`src/hw/rtl/bfhs_pkg.sv`:
```
// Shared definitions for the back/forward history stacks.
// Holds the stack depth, derived widths, command and status codes and the
// control struct between the controller and the datapath. No dependencies.
package bfhs_pkg;

	localparam int HISTORY_DEPTH = 16;
	localparam int AW = (HISTORY_DEPTH > 1) ? $clog2(HISTORY_DEPTH) : 1;
	localparam int CW = $clog2(HISTORY_DEPTH + 1);
	localparam int ENTRY_W = 64;

	localparam logic [1:0] CMD_OPEN = 2'd0;
	localparam logic [1:0] CMD_BACK = 2'd1;
	localparam logic [1:0] CMD_FORWARD = 2'd2;
	localparam logic [1:0] CMD_CLOSE = 2'd3;

	localparam logic [2:0] ST_OPENED = 3'd0;
	localparam logic [2:0] ST_BACK = 3'd1;
	localparam logic [2:0] ST_FORWARD = 3'd2;
	localparam logic [2:0] ST_CLOSED_PREV = 3'd3;
	localparam logic [2:0] ST_CLOSED_EMPTY = 3'd4;
	localparam logic [2:0] ST_NO_BACK = 3'd5;
	localparam logic [2:0] ST_NO_FORWARD = 3'd6;
	localparam logic [2:0] ST_NOTHING_OPEN = 3'd7;

	typedef struct packed {
		logic load;
		logic exec;
	} ctl_t;

endpackage

```
`src/hw/rtl/back_forward_history_stacks.sv`:
```
// Top level of the back/forward history stacks.
// Joins the controller bfhs_ctrl and the datapath bfhs_dp; depends on bfhs_pkg.
//
// For each item, busy rises at the edge that accepts it,
// the stack RAMs deliver their registered read in the following cycle, and
// the new state and result are written at the end of that cycle. The result
// is then shown for exactly one cycle with done high, and a new item may be
// accepted at the edge that ends that cycle. Results cannot be held off by
// the receiver, so it must take each one while done is high.
module back_forward_history_stacks (
	input  logic        clk,
	input  logic        arst_n,
	input  logic        start,
	output logic        busy,
	input  logic [1:0]  command,
	input  logic [15:0] site_id,
	input  logic [15:0] user_id,
	input  logic [31:0] visit_time,
	output logic        done,
	output logic [2:0]  status,
	output logic        has_current,
	output logic [15:0] current_site,
	output logic [15:0] current_user,
	output logic [31:0] current_time,
	output logic [4:0]  back_count,
	output logic [4:0]  forward_count,
	output logic        dropped_oldest
);

	bfhs_pkg::ctl_t ctl;

	bfhs_ctrl u_ctrl (
		.clk(clk),
		.arst_n(arst_n),
		.start(start),
		.busy(busy),
		.done(done),
		.ctl(ctl)
	);

	bfhs_dp u_dp (
		.clk(clk),
		.arst_n(arst_n),
		.ctl(ctl),
		.command(command),
		.site_id(site_id),
		.user_id(user_id),
		.visit_time(visit_time),
		.status(status),
		.has_current(has_current),
		.current_site(current_site),
		.current_user(current_user),
		.current_time(current_time),
		.back_count(back_count),
		.forward_count(forward_count),
		.dropped_oldest(dropped_oldest)
	);

endmodule

```
`src/hw/rtl/bfhs_ram.sv`:
```
// Generic single-write, single-read RAM with a registered read port.
// Used for both history stacks. No dependencies.
module bfhs_ram #(
	parameter int WIDTH = 64,
	parameter int DEPTH = 16
) (
	input  logic                                     clk,
	input  logic                                     wr_en,
	input  logic [((DEPTH > 1) ? $clog2(DEPTH) : 1)-1:0] wr_addr,
	input  logic [WIDTH-1:0]                         wr_data,
	input  logic                                     rd_en,
	input  logic [((DEPTH > 1) ? $clog2(DEPTH) : 1)-1:0] rd_addr,
	output logic [WIDTH-1:0]                         rd_data
);

	logic [WIDTH-1:0] mem_q [DEPTH];

	always_ff @(posedge clk) begin
		if (wr_en) begin
			mem_q[wr_addr] <= wr_data;
		end
		if (rd_en) begin
			rd_data <= mem_q[rd_addr];
		end
	end

endmodule

```
`src/hw/rtl/bfhs_ctrl.sv`:
```
// Controller for the history stacks: accepts an item, runs the update step
// and raises the result strobe. Depends on bfhs_pkg.
module bfhs_ctrl (
	input  logic             clk,
	input  logic             arst_n,
	input  logic             start,
	output logic             busy,
	output logic             done,
	output bfhs_pkg::ctl_t   ctl
);

	typedef enum logic {S_IDLE, S_EXEC} state_t;

	state_t state_q;
	logic busy_q;
	logic done_q;

	assign ctl.load = start && !busy_q;
	assign ctl.exec = (state_q == S_EXEC);
	assign busy = busy_q;
	assign done = done_q;

	always_ff @(posedge clk or negedge arst_n) begin
		if (!arst_n) begin
			state_q <= S_IDLE;
			busy_q <= 1'b0;
			done_q <= 1'b0;
		end else begin
			done_q <= 1'b0;
			unique case (state_q)
				S_IDLE: begin
					if (start) begin
						state_q <= S_EXEC;
						busy_q <= 1'b1;
					end
				end
				S_EXEC: begin
					state_q <= S_IDLE;
					busy_q <= 1'b0;
					done_q <= 1'b1;
				end
				default: begin
					state_q <= S_IDLE;
					busy_q <= 1'b0;
				end
			endcase
		end
	end

endmodule

```
`src/hw/rtl/bfhs_dp.sv`:
```
// Datapath for the history stacks: current entry, stack counters, the two
// stack RAMs and the result registers. Depends on bfhs_pkg and bfhs_ram.
module bfhs_dp (
	input  logic                             clk,
	input  logic                             arst_n,
	input  bfhs_pkg::ctl_t                   ctl,
	input  logic [1:0]                       command,
	input  logic [15:0]                      site_id,
	input  logic [15:0]                      user_id,
	input  logic [31:0]                      visit_time,
	output logic [2:0]                       status,
	output logic                             has_current,
	output logic [15:0]                      current_site,
	output logic [15:0]                      current_user,
	output logic [31:0]                      current_time,
	output logic [4:0]                       back_count,
	output logic [4:0]                       forward_count,
	output logic                             dropped_oldest
);

	localparam int AW = bfhs_pkg::AW;
	localparam int CW = bfhs_pkg::CW;
	localparam int EW = bfhs_pkg::ENTRY_W;
	localparam logic [AW-1:0] TOP_LAST = AW'(bfhs_pkg::HISTORY_DEPTH - 1);
	localparam logic [CW-1:0] FILL_FULL = CW'(bfhs_pkg::HISTORY_DEPTH);

	logic [1:0] cmd_q;
	logic [EW-1:0] new_entry_q;
	logic [EW-1:0] cur_entry_q;
	logic cur_valid_q;
	logic [AW-1:0] back_top_q;
	logic [CW-1:0] back_fill_q;
	logic [CW-1:0] fwd_fill_q;
	logic [2:0] status_q;
	logic dropped_q;

	logic [AW-1:0] back_prev;
	logic [AW-1:0] back_next;
	logic [AW-1:0] fwd_rd_addr;
	logic [EW-1:0] back_rd_data;
	logic [EW-1:0] fwd_rd_data;

	logic back_wr;
	logic fwd_wr;
	logic [EW-1:0] cur_entry_d;
	logic cur_valid_d;
	logic [AW-1:0] back_top_d;
	logic [CW-1:0] back_fill_d;
	logic [CW-1:0] fwd_fill_d;
	logic [2:0] status_d;
	logic dropped_d;

	assign back_prev = (back_top_q == '0) ? TOP_LAST : back_top_q - AW'(1);
	assign back_next = (back_top_q == TOP_LAST) ? '0 : back_top_q + AW'(1);
	assign fwd_rd_addr = AW'(fwd_fill_q - CW'(1));

	bfhs_ram #(
		.WIDTH(EW),
		.DEPTH(bfhs_pkg::HISTORY_DEPTH)
	) u_back_ram (
		.clk(clk),
		.wr_en(back_wr),
		.wr_addr(back_top_q),
		.wr_data(cur_entry_q),
		.rd_en(ctl.load),
		.rd_addr(back_prev),
		.rd_data(back_rd_data)
	);

	bfhs_ram #(
		.WIDTH(EW),
		.DEPTH(bfhs_pkg::HISTORY_DEPTH)
	) u_fwd_ram (
		.clk(clk),
		.wr_en(fwd_wr),
		.wr_addr(AW'(fwd_fill_q)),
		.wr_data(cur_entry_q),
		.rd_en(ctl.load),
		.rd_addr(fwd_rd_addr),
		.rd_data(fwd_rd_data)
	);

	always_comb begin
		back_wr = 1'b0;
		fwd_wr = 1'b0;
		cur_entry_d = cur_entry_q;
		cur_valid_d = cur_valid_q;
		back_top_d = back_top_q;
		back_fill_d = back_fill_q;
		fwd_fill_d = fwd_fill_q;
		status_d = bfhs_pkg::ST_OPENED;
		dropped_d = 1'b0;
		case (cmd_q)
			bfhs_pkg::CMD_OPEN: begin
				back_wr = cur_valid_q;
				fwd_fill_d = '0;
				cur_entry_d = new_entry_q;
				cur_valid_d = 1'b1;
				status_d = bfhs_pkg::ST_OPENED;
			end
			bfhs_pkg::CMD_BACK: begin
				if (back_fill_q == '0) begin
					status_d = bfhs_pkg::ST_NO_BACK;
				end else begin
					if (cur_valid_q && (fwd_fill_q < FILL_FULL)) begin
						fwd_wr = 1'b1;
						fwd_fill_d = fwd_fill_q + CW'(1);
					end
					cur_entry_d = back_rd_data;
					cur_valid_d = 1'b1;
					back_top_d = back_prev;
					back_fill_d = back_fill_q - CW'(1);
					status_d = bfhs_pkg::ST_BACK;
				end
			end
			bfhs_pkg::CMD_FORWARD: begin
				if (fwd_fill_q == '0) begin
					status_d = bfhs_pkg::ST_NO_FORWARD;
				end else begin
					back_wr = cur_valid_q;
					fwd_fill_d = fwd_fill_q - CW'(1);
					cur_entry_d = fwd_rd_data;
					cur_valid_d = 1'b1;
					status_d = bfhs_pkg::ST_FORWARD;
				end
			end
			default: begin
				if (!cur_valid_q) begin
					status_d = bfhs_pkg::ST_NOTHING_OPEN;
				end else if (back_fill_q != '0) begin
					cur_entry_d = back_rd_data;
					back_top_d = back_prev;
					back_fill_d = back_fill_q - CW'(1);
					status_d = bfhs_pkg::ST_CLOSED_PREV;
				end else begin
					cur_entry_d = '0;
					cur_valid_d = 1'b0;
					fwd_fill_d = '0;
					status_d = bfhs_pkg::ST_CLOSED_EMPTY;
				end
			end
		endcase
		if (back_wr) begin
			back_top_d = back_next;
			if (back_fill_q < FILL_FULL) begin
				back_fill_d = back_fill_q + CW'(1);
			end else begin
				dropped_d = 1'b1;
			end
		end
		if (!ctl.exec) begin
			back_wr = 1'b0;
			fwd_wr = 1'b0;
		end
	end

	always_ff @(posedge clk) begin
		if (ctl.load) begin
			cmd_q <= command;
			new_entry_q <= {site_id, user_id, visit_time};
		end
		if (ctl.exec) begin
			status_q <= status_d;
			dropped_q <= dropped_d;
		end
	end

	always_ff @(posedge clk or negedge arst_n) begin
		if (!arst_n) begin
			cur_entry_q <= '0;
			cur_valid_q <= 1'b0;
			back_top_q <= '0;
			back_fill_q <= '0;
			fwd_fill_q <= '0;
		end else if (ctl.exec) begin
			cur_entry_q <= cur_entry_d;
			cur_valid_q <= cur_valid_d;
			back_top_q <= back_top_d;
			back_fill_q <= back_fill_d;
			fwd_fill_q <= fwd_fill_d;
		end
	end

	assign status = status_q;
	assign dropped_oldest = dropped_q;
	assign has_current = cur_valid_q;
	assign current_site = cur_entry_q[63:48];
	assign current_user = cur_entry_q[47:32];
	assign current_time = cur_entry_q[31:0];
	assign back_count = 5'(back_fill_q);
	assign forward_count = 5'(fwd_fill_q);

endmodule

```
`config.mk`:
```
export PLATFORM = sky130hd
export DESIGN_NAME = back_forward_history_stacks
export DESIGN_NICKNAME = d
export VERILOG_FILES = /design/src/hw/rtl/bfhs_pkg.sv /design/src/hw/rtl/back_forward_history_stacks.sv /design/src/hw/rtl/bfhs_ram.sv /design/src/hw/rtl/bfhs_ctrl.sv /design/src/hw/rtl/bfhs_dp.sv
export SDC_FILE = /design/constraint.sdc
export NUM_CORES = 2
export LEC_CHECK = 0
export BUFFER_PORTS_ARGS = -buffer_cell sky130_fd_sc_hd__buf_2
export CAP_MARGIN = 10
export CORE_ASPECT_RATIO = 0.7
export CORE_MARGIN = 5
export CORE_UTILIZATION = 60
export CTS_CLUSTER_DIAMETER = 40
export DETAILED_ROUTE_END_ITERATION = 10
export GPL_ROUTABILITY_DRIVEN = 1
export GPL_TIMING_DRIVEN = 0
export PLACE_DENSITY_LB_ADDON = 0.3
export SETUP_SLACK_MARGIN = 0.05
export SLEW_MARGIN = 20
export SYNTH_ARGS = -nofsm -noshare
export SYNTH_HDL_FRONTEND = slang
export SYNTH_SLANG_ARGS = --single-unit
```
`constraint.sdc`:
```
create_clock -name clk -period 11.72 [get_ports clk]
set_input_delay 1.758 -clock clk [delete_from_list [all_inputs] [get_ports clk]]
set_output_delay 1.758 -clock clk [all_outputs]
set_load 0.05 [all_outputs]
```
==> Word level (Yosys, flattened, before mapping) <==
Memory sizes are Yosys's and may differ from the RTL's. A register that Yosys moved wholly into a read port is not among the register bits.
Index checks and enable logic that the tools add are counted.
{ "totals": {"regBits": 152, "output_inout_bits": 81, "input_bits": 69, "wordCells": 100, "memories": 2, "ram_bits": 2048} }
{ "mem_list": {"columns": ["memory", "depth", "word_bits", "read_ports", "rd_ports_with_merged_regs", "wr", "line_no", "text"], "rows": [
  ["u_dp.u_back_ram.mem_q", 16, 64, 1, 1, 1, "bfhs_ram.sv:16", "logic [WIDTH-1:0] mem_q [DEPTH];"],
  ["u_dp.u_fwd_ram.mem_q", 16, 64, 1, 1, 1, "bfhs_ram.sv:16", null]
]} }
{ "op_classes": {"magnitude_cmp": 2, "bitwise_logic": 1, "n_addsub": 6, "eq_ne": 10, "reduce_logical": 16, "muxes": 51} }
{ "ops": {"columns": ["cell", "count"], "rows": [
  ["$mux W64", 4],
  ["$pmux W64 S3", 1],
  ["$mux W5", 10],
  ["$mux W4", 6],
  ["$mux W1", 18],
  ["$pmux W5 S3", 1],
  ["$mux W3", 4],
  ["$add A5 B1 Y5 const B", 2],
  ["$logic_not A5 Y1", 2],
  ["$lt A5 B5 Y1 const B", 2],
  ["$pmux W5 S2", 1],
  ["$sub A5 B1 Y5 const B", 2],
  ["$pmux W3 S3", 1],
  ["$pmux W4 S2", 1],
  ["$ne A2 B2 Y1 const B", 3],
  ["$pmux W1 S2", 3],
  ["$reduce_and A6 Y1", 1],
  ["$reduce_bool A3 Y1", 2],
  ["$reduce_and A5 Y1", 1],
  ["$reduce_bool A5 Y1", 1],
  ["$add A4 B1 Y4 const B", 1],
  ["$eq A4 B4 Y1 const B", 1],
  ["$logic_not A4 Y1", 1],
  ["$ne A2 B1 Y1 const B", 2],
  ["other kinds (14)", 15]
]} }

==> Longest topological paths before layout <==
{ "depth": {"ltp_word": 8, "depth_mapped": 13, "depth_no_buf": 7} }

==> By module <==
Synthesis repeated with hierarchy kept, for this count alone.
{ "unflattened": {"cells_unflattened": 3857, "hier_area_um2": 87307.5} }
{ "by_module_without_submodules": {"columns": ["mod", "seq_area_each_um2", "area_each_um2", "n_inst", "cells_each"], "rows": [
  ["bfhs_ram", 32671.3, 40222.3, 2, 1647],
  ["bfhs_dp", 4078.9, 6757.7, 1, 556],
  ["bfhs_ctrl", 75.1, 105.1, 1, 7]
]} }

==> Worst setup path before layout <==
No wires, ideal clock.
{ "synth_path": {"path_type": "input to register", "startpoint": "input port start", "endpoint": "register u_dp.cmd_q[0], enable pin", "t_required_ps": 10951, "n_path_buf": 0, "path_slack_ps": 825, "path_stages": 1, "arrival_time_ps": 10125, "setup_ps": 769, "cell_sequence": "nor2b_1"} }
{ "synth_between": {"elab_chain_len": 1} }
{ "synth_lines": {"columns": ["element", "line_no", "text"], "rows": [
  ["start: declaration", "back_forward_history_stacks.sv:13", "input logic start,"],
  ["$logic_and A1 B1 Y1", "bfhs_ctrl.sv:18", "assign ctl.load = start && !busy_q;"],
  ["end signal: assignment", "bfhs_dp.sv:159", "cmd_q <= command;"],
  ["end: declaration", "bfhs_dp.sv:27", "logic [1:0] cmd_q;"]
]} }
No other way between the ends.
A chain may end at the register's enable or synchronous reset.

==> Worst setup path in the final report <==
{ "layout_path": {"startpoint": "register u_dp.fwd_fill_q[0] (netlist: u_dp.forward_count[0])", "endpoint": "register u_dp.u_fwd_ram.rd_data[59] (read register of u_dp.u_fwd_ram.mem_q) (data pin)"} }
{ "layout_between": {"elab_chain_len": 1} }
{ "layout_lines": {"columns": ["element", "line_no", "text"], "rows": [
  ["start: declaration", "bfhs_dp.sv:33", "logic [CW-1:0] fwd_fill_q;"],
  ["start signal: assignment", "bfhs_dp.sv:180", "fwd_fill_q <= fwd_fill_d;"],
  ["$sub A5 B1 Y5", "bfhs_dp.sv:55", "assign fwd_rd_addr = AW'(fwd_fill_q - CW'(1));"],
  ["end: declaration", "bfhs_ram.sv:13", "output logic [WIDTH-1:0] rd_data"]
]} }
No other way between the ends.

==> impl_results.md <==
* WP data required at 12.29 ns
* Met1 WL at 84600 um
* CTS H-tree depth at 4
* Gr ovfl total at 0
* Initial antenna violation count at 9
* Clock Skew at 0.0387 ns
* Initial Util at 0.603
* Final-report setup violation count at 0
* RSZ-0062 raised after global routing: no
* Sequential share of the synthesized area at 0.793
* WHS at 0.536 ns
* Post-cts resize count at 0
* 1st-pass router iterations at 9
* Top routing layer used: met5
* Startpoint Class: register
* Share of cells above drive strength 1 at 0.283
* Mapped Cells at 3937
* Place WS at 5.19 ns
* PnR worst setup slack at 4.88 ns
* Placed cells at 6215
* Slew Limit Fails at 0
* Via count at 46100
* Status: finished clean
* Synth area leaders: edfxtp_1 77%, mux4_2 13%, dfrtp_1 2.3%
* Final ANT Viol Nets at 0
* Number of synthesized register bits at 2328
* Netlist cell types at 63
* Die width at 467 um
* Vias in the first global route at 46100
* WL met2 at 105000 um
* Synth-to-layout area growth at 16.2%
* Avg Inst Size Synth at 22.3 sq um
* Setup CP Type: register to register
* Slew headroom at 0.174
* Max Freq at 0.146 GHz
* Die H at 330 um
* Post-synthesis cell area at 0.0877 sq mm
* Clk sink count at 2328
* Layout Nets at 4551
* Hold Buf Count CTS at 0
* DRC Markers at 0
* Final Cycle Share at 0.584
* Final cell count without fillers at 6631
* Wire per inst at 34.9 um
* Most used DFF post-synth: edfxtp_1
* Max-Cap Viols at 0
* Post-synth top area share at 0.769
* Area leader, netlist: edfxtp_1
* DR iter-0 viols at 7809
* CP Max Fanout at 10
* Setup Total Neg Slack at 0 ns
* Via/cell ratio at 6.95
* CTS tree: yes
* Hold Fails Final Rpt at 0
* Post-layout min period at 6.84 ns
* CTS Buf Count at 210
* Site row count at 117
* First-pass GRT wire length at 332000 um
* DP Wirelength at 147000 um
* Total global-route track usage at 0.304
* Met3 routed WL at 30200 um
* DIE AREA at 0.154 sq mm
* Clk Latency, worst-skew pair at 0.86 ns
* Yosys warns at 0
* VDD IR max at 0.000207 V
* Post-CTS setup buffers at 0
* Total core area at 0.145 sq mm
* Mapped Nets at 4024
* WP data arrival at 7.41 ns
* Largest net degree at the start of global routing at 55
* WL final at 231000 um
* EDFF count, synth at 2246
* Io pins at 150
* Power Density at 283 mW/mm^2
* Actual slew at the worst max-slew pin at 1.24 ns
* Root Driver: clkbuf_16
* CP endpoint kind: register
* Clock Pin Slew Worst Setup and Hold Paths at 0.07 ns
* Lkg Pwr at 33.2 nW
* Hold Path Class: register to register
* RD Place Congestion at 0.852
* CTS Buffer Depth at 3
* Share of synthesized flip-flops with an asynchronous set or reset at 0.0352
* # port buffers at 149
critical path, stage by stage (launching register included):
cell	delay, ns
dfrtp_1	0.41
clkbuf_1	0.85
buf_2	0.68
buf_2	0.58
inv_1	0.27
ha_1	0.38
clkbuf_1	0.82
clkbuf_2	0.69
clkbuf_1	0.90
mux4_2	0.43
mux4_2	0.51
cells in the final DEF (no fill, tap or decap), types with 51 or more instances in the layout:
cell,n
a211o_1,64
a222oi_1,64
a22o_1,67
a22oi_1,54
and2_1,65
buf_12,52
buf_16,69
buf_2,199
clkbuf_1,177
clkbuf_16,212
dfrtp_1,72
edfxtp_1,2246
mux4_2,512
nand2_1,157
nand3_1,139
o21ai_1,51
kinds of logic (layout without fill, tap and decap cells):
logic type | after synthesis | count (layout) | synth area share
and+or+nand+nor | 436 | 436 | 0.0240
buffers and inverters | 238 | 954 | 0.0126
other | 0 | 15 | 0
DFF | 2328 | 2328 | 0.793
muxes | 517 | 517 | 0.132
AOI/OAI and AO/OA | 396 | 396 | 0.0357
xor gates and xnor gates | 4 | 4 | 0.000485
adders and majority gates | 18 | 18 | 0.00257
metrics by stage:
step                cell area, sq um  power (mW)   util
global placement               90900        21.0  0.625
CTS                           102000        28.8  0.701
floorplan                      87700        17.8      -
detailed placement             94500        21.5  0.650
global route                  102000        29.8  0.701
finish                        102000        28.8  0.701
layout make-up:
type                       count  area, sq um
fill                        8257        43500
inverter                      16         60.1
sequential                  2328        69500
buffer                       222         1060
timing repair buffer         315         4110
clock inverter               125         1560
multi-input combinational   1371        17400
antenna                       15         37.5
clock buffer                 276         5730
tap                         1963         2460
report_power, final:
group | leakage [nW] | switching, mW | internal [mW]
sequential | 21.6 | 1.24 | 11.0
clock | 3.54 | 3.15 | 4.07
combinational | 8.11 | 5.53 | 3.85
total | 33.2 | 9.91 | 18.9
state kept, by name (all words and copies together) (netlist names):
| name | cells |
|---|---|
| u_ctrl.busy | 1 |
| u_ctrl.done | 1 |
| u_ctrl.state_q | 1 |
| u_dp.back_count | 5 |
| u_dp.back_top_q | 4 |
| u_dp.cmd_q | 2 |
| u_dp.cur_entry_q | 64 |
| u_dp.dropped_oldest | 1 |
| u_dp.forward_count | 5 |
| u_dp.has_current | 1 |
| u_dp.new_entry_q | 64 |
| u_dp.status | 3 |
| u_dp.u_back_ram.mem_q | 1024 |
| u_dp.u_back_ram.rd_data | 64 |
| u_dp.u_fwd_ram.mem_q | 1024 |
| u_dp.u_fwd_ram.rd_data | 64 |
layer usage:
metal	GRT usage	up-vias
met5	0	-
met4	0.130	4
li1	-	17800
met2	0.452	3659
met1	0.438	24000
met3	0.0799	607
synthesized netlist by cell type, drive strengths merged (2+ instances only):
cell type  instances
mux2i              4
a222oi            64
a21boi             2
a31oi              6
nor2              39
a21oi             18
a22o              67
o21ai             84
edfxtp          2246
nand2            157
nand3            139
inv               16
o2111ai            2
nor3               6
or2                3
clkbuf           137
nor2b              5
o221ai             2
xnor2              3
o31ai              5
dfrtp             82
a211oi             2
a22oi             64
a221o              2
a32oi              2
and3               4
mux4             512
buf               85
nor4b              2
a211o             64
and2              65
ha                18
nor3b              2
or4b               2
nand2b             8
a21o               5
worst paths after layout:
kind	slack, ns	cells past startpoint	end	start
worst max-delay path	4.88	10	u_dp.u_fwd_ram.rd_data[59]	u_dp.forward_count[0]
worst min-delay path	0.54	2	u_dp.cur_entry_q[24]	u_dp.u_back_ram.rd_data[24]
worst max register to register	4.88	10	u_dp.u_fwd_ram.rd_data[59]	u_dp.forward_count[0]
worst min register to register	0.54	2	u_dp.cur_entry_q[24]	u_dp.u_back_ram.rd_data[24]
max in group asynchronous	10.15	2	u_dp.cur_entry_q[51]	arst_n
min in group asynchronous	0.79	1	u_dp.cur_entry_q[17]	arst_n
(Power assumes the default switching activity.)
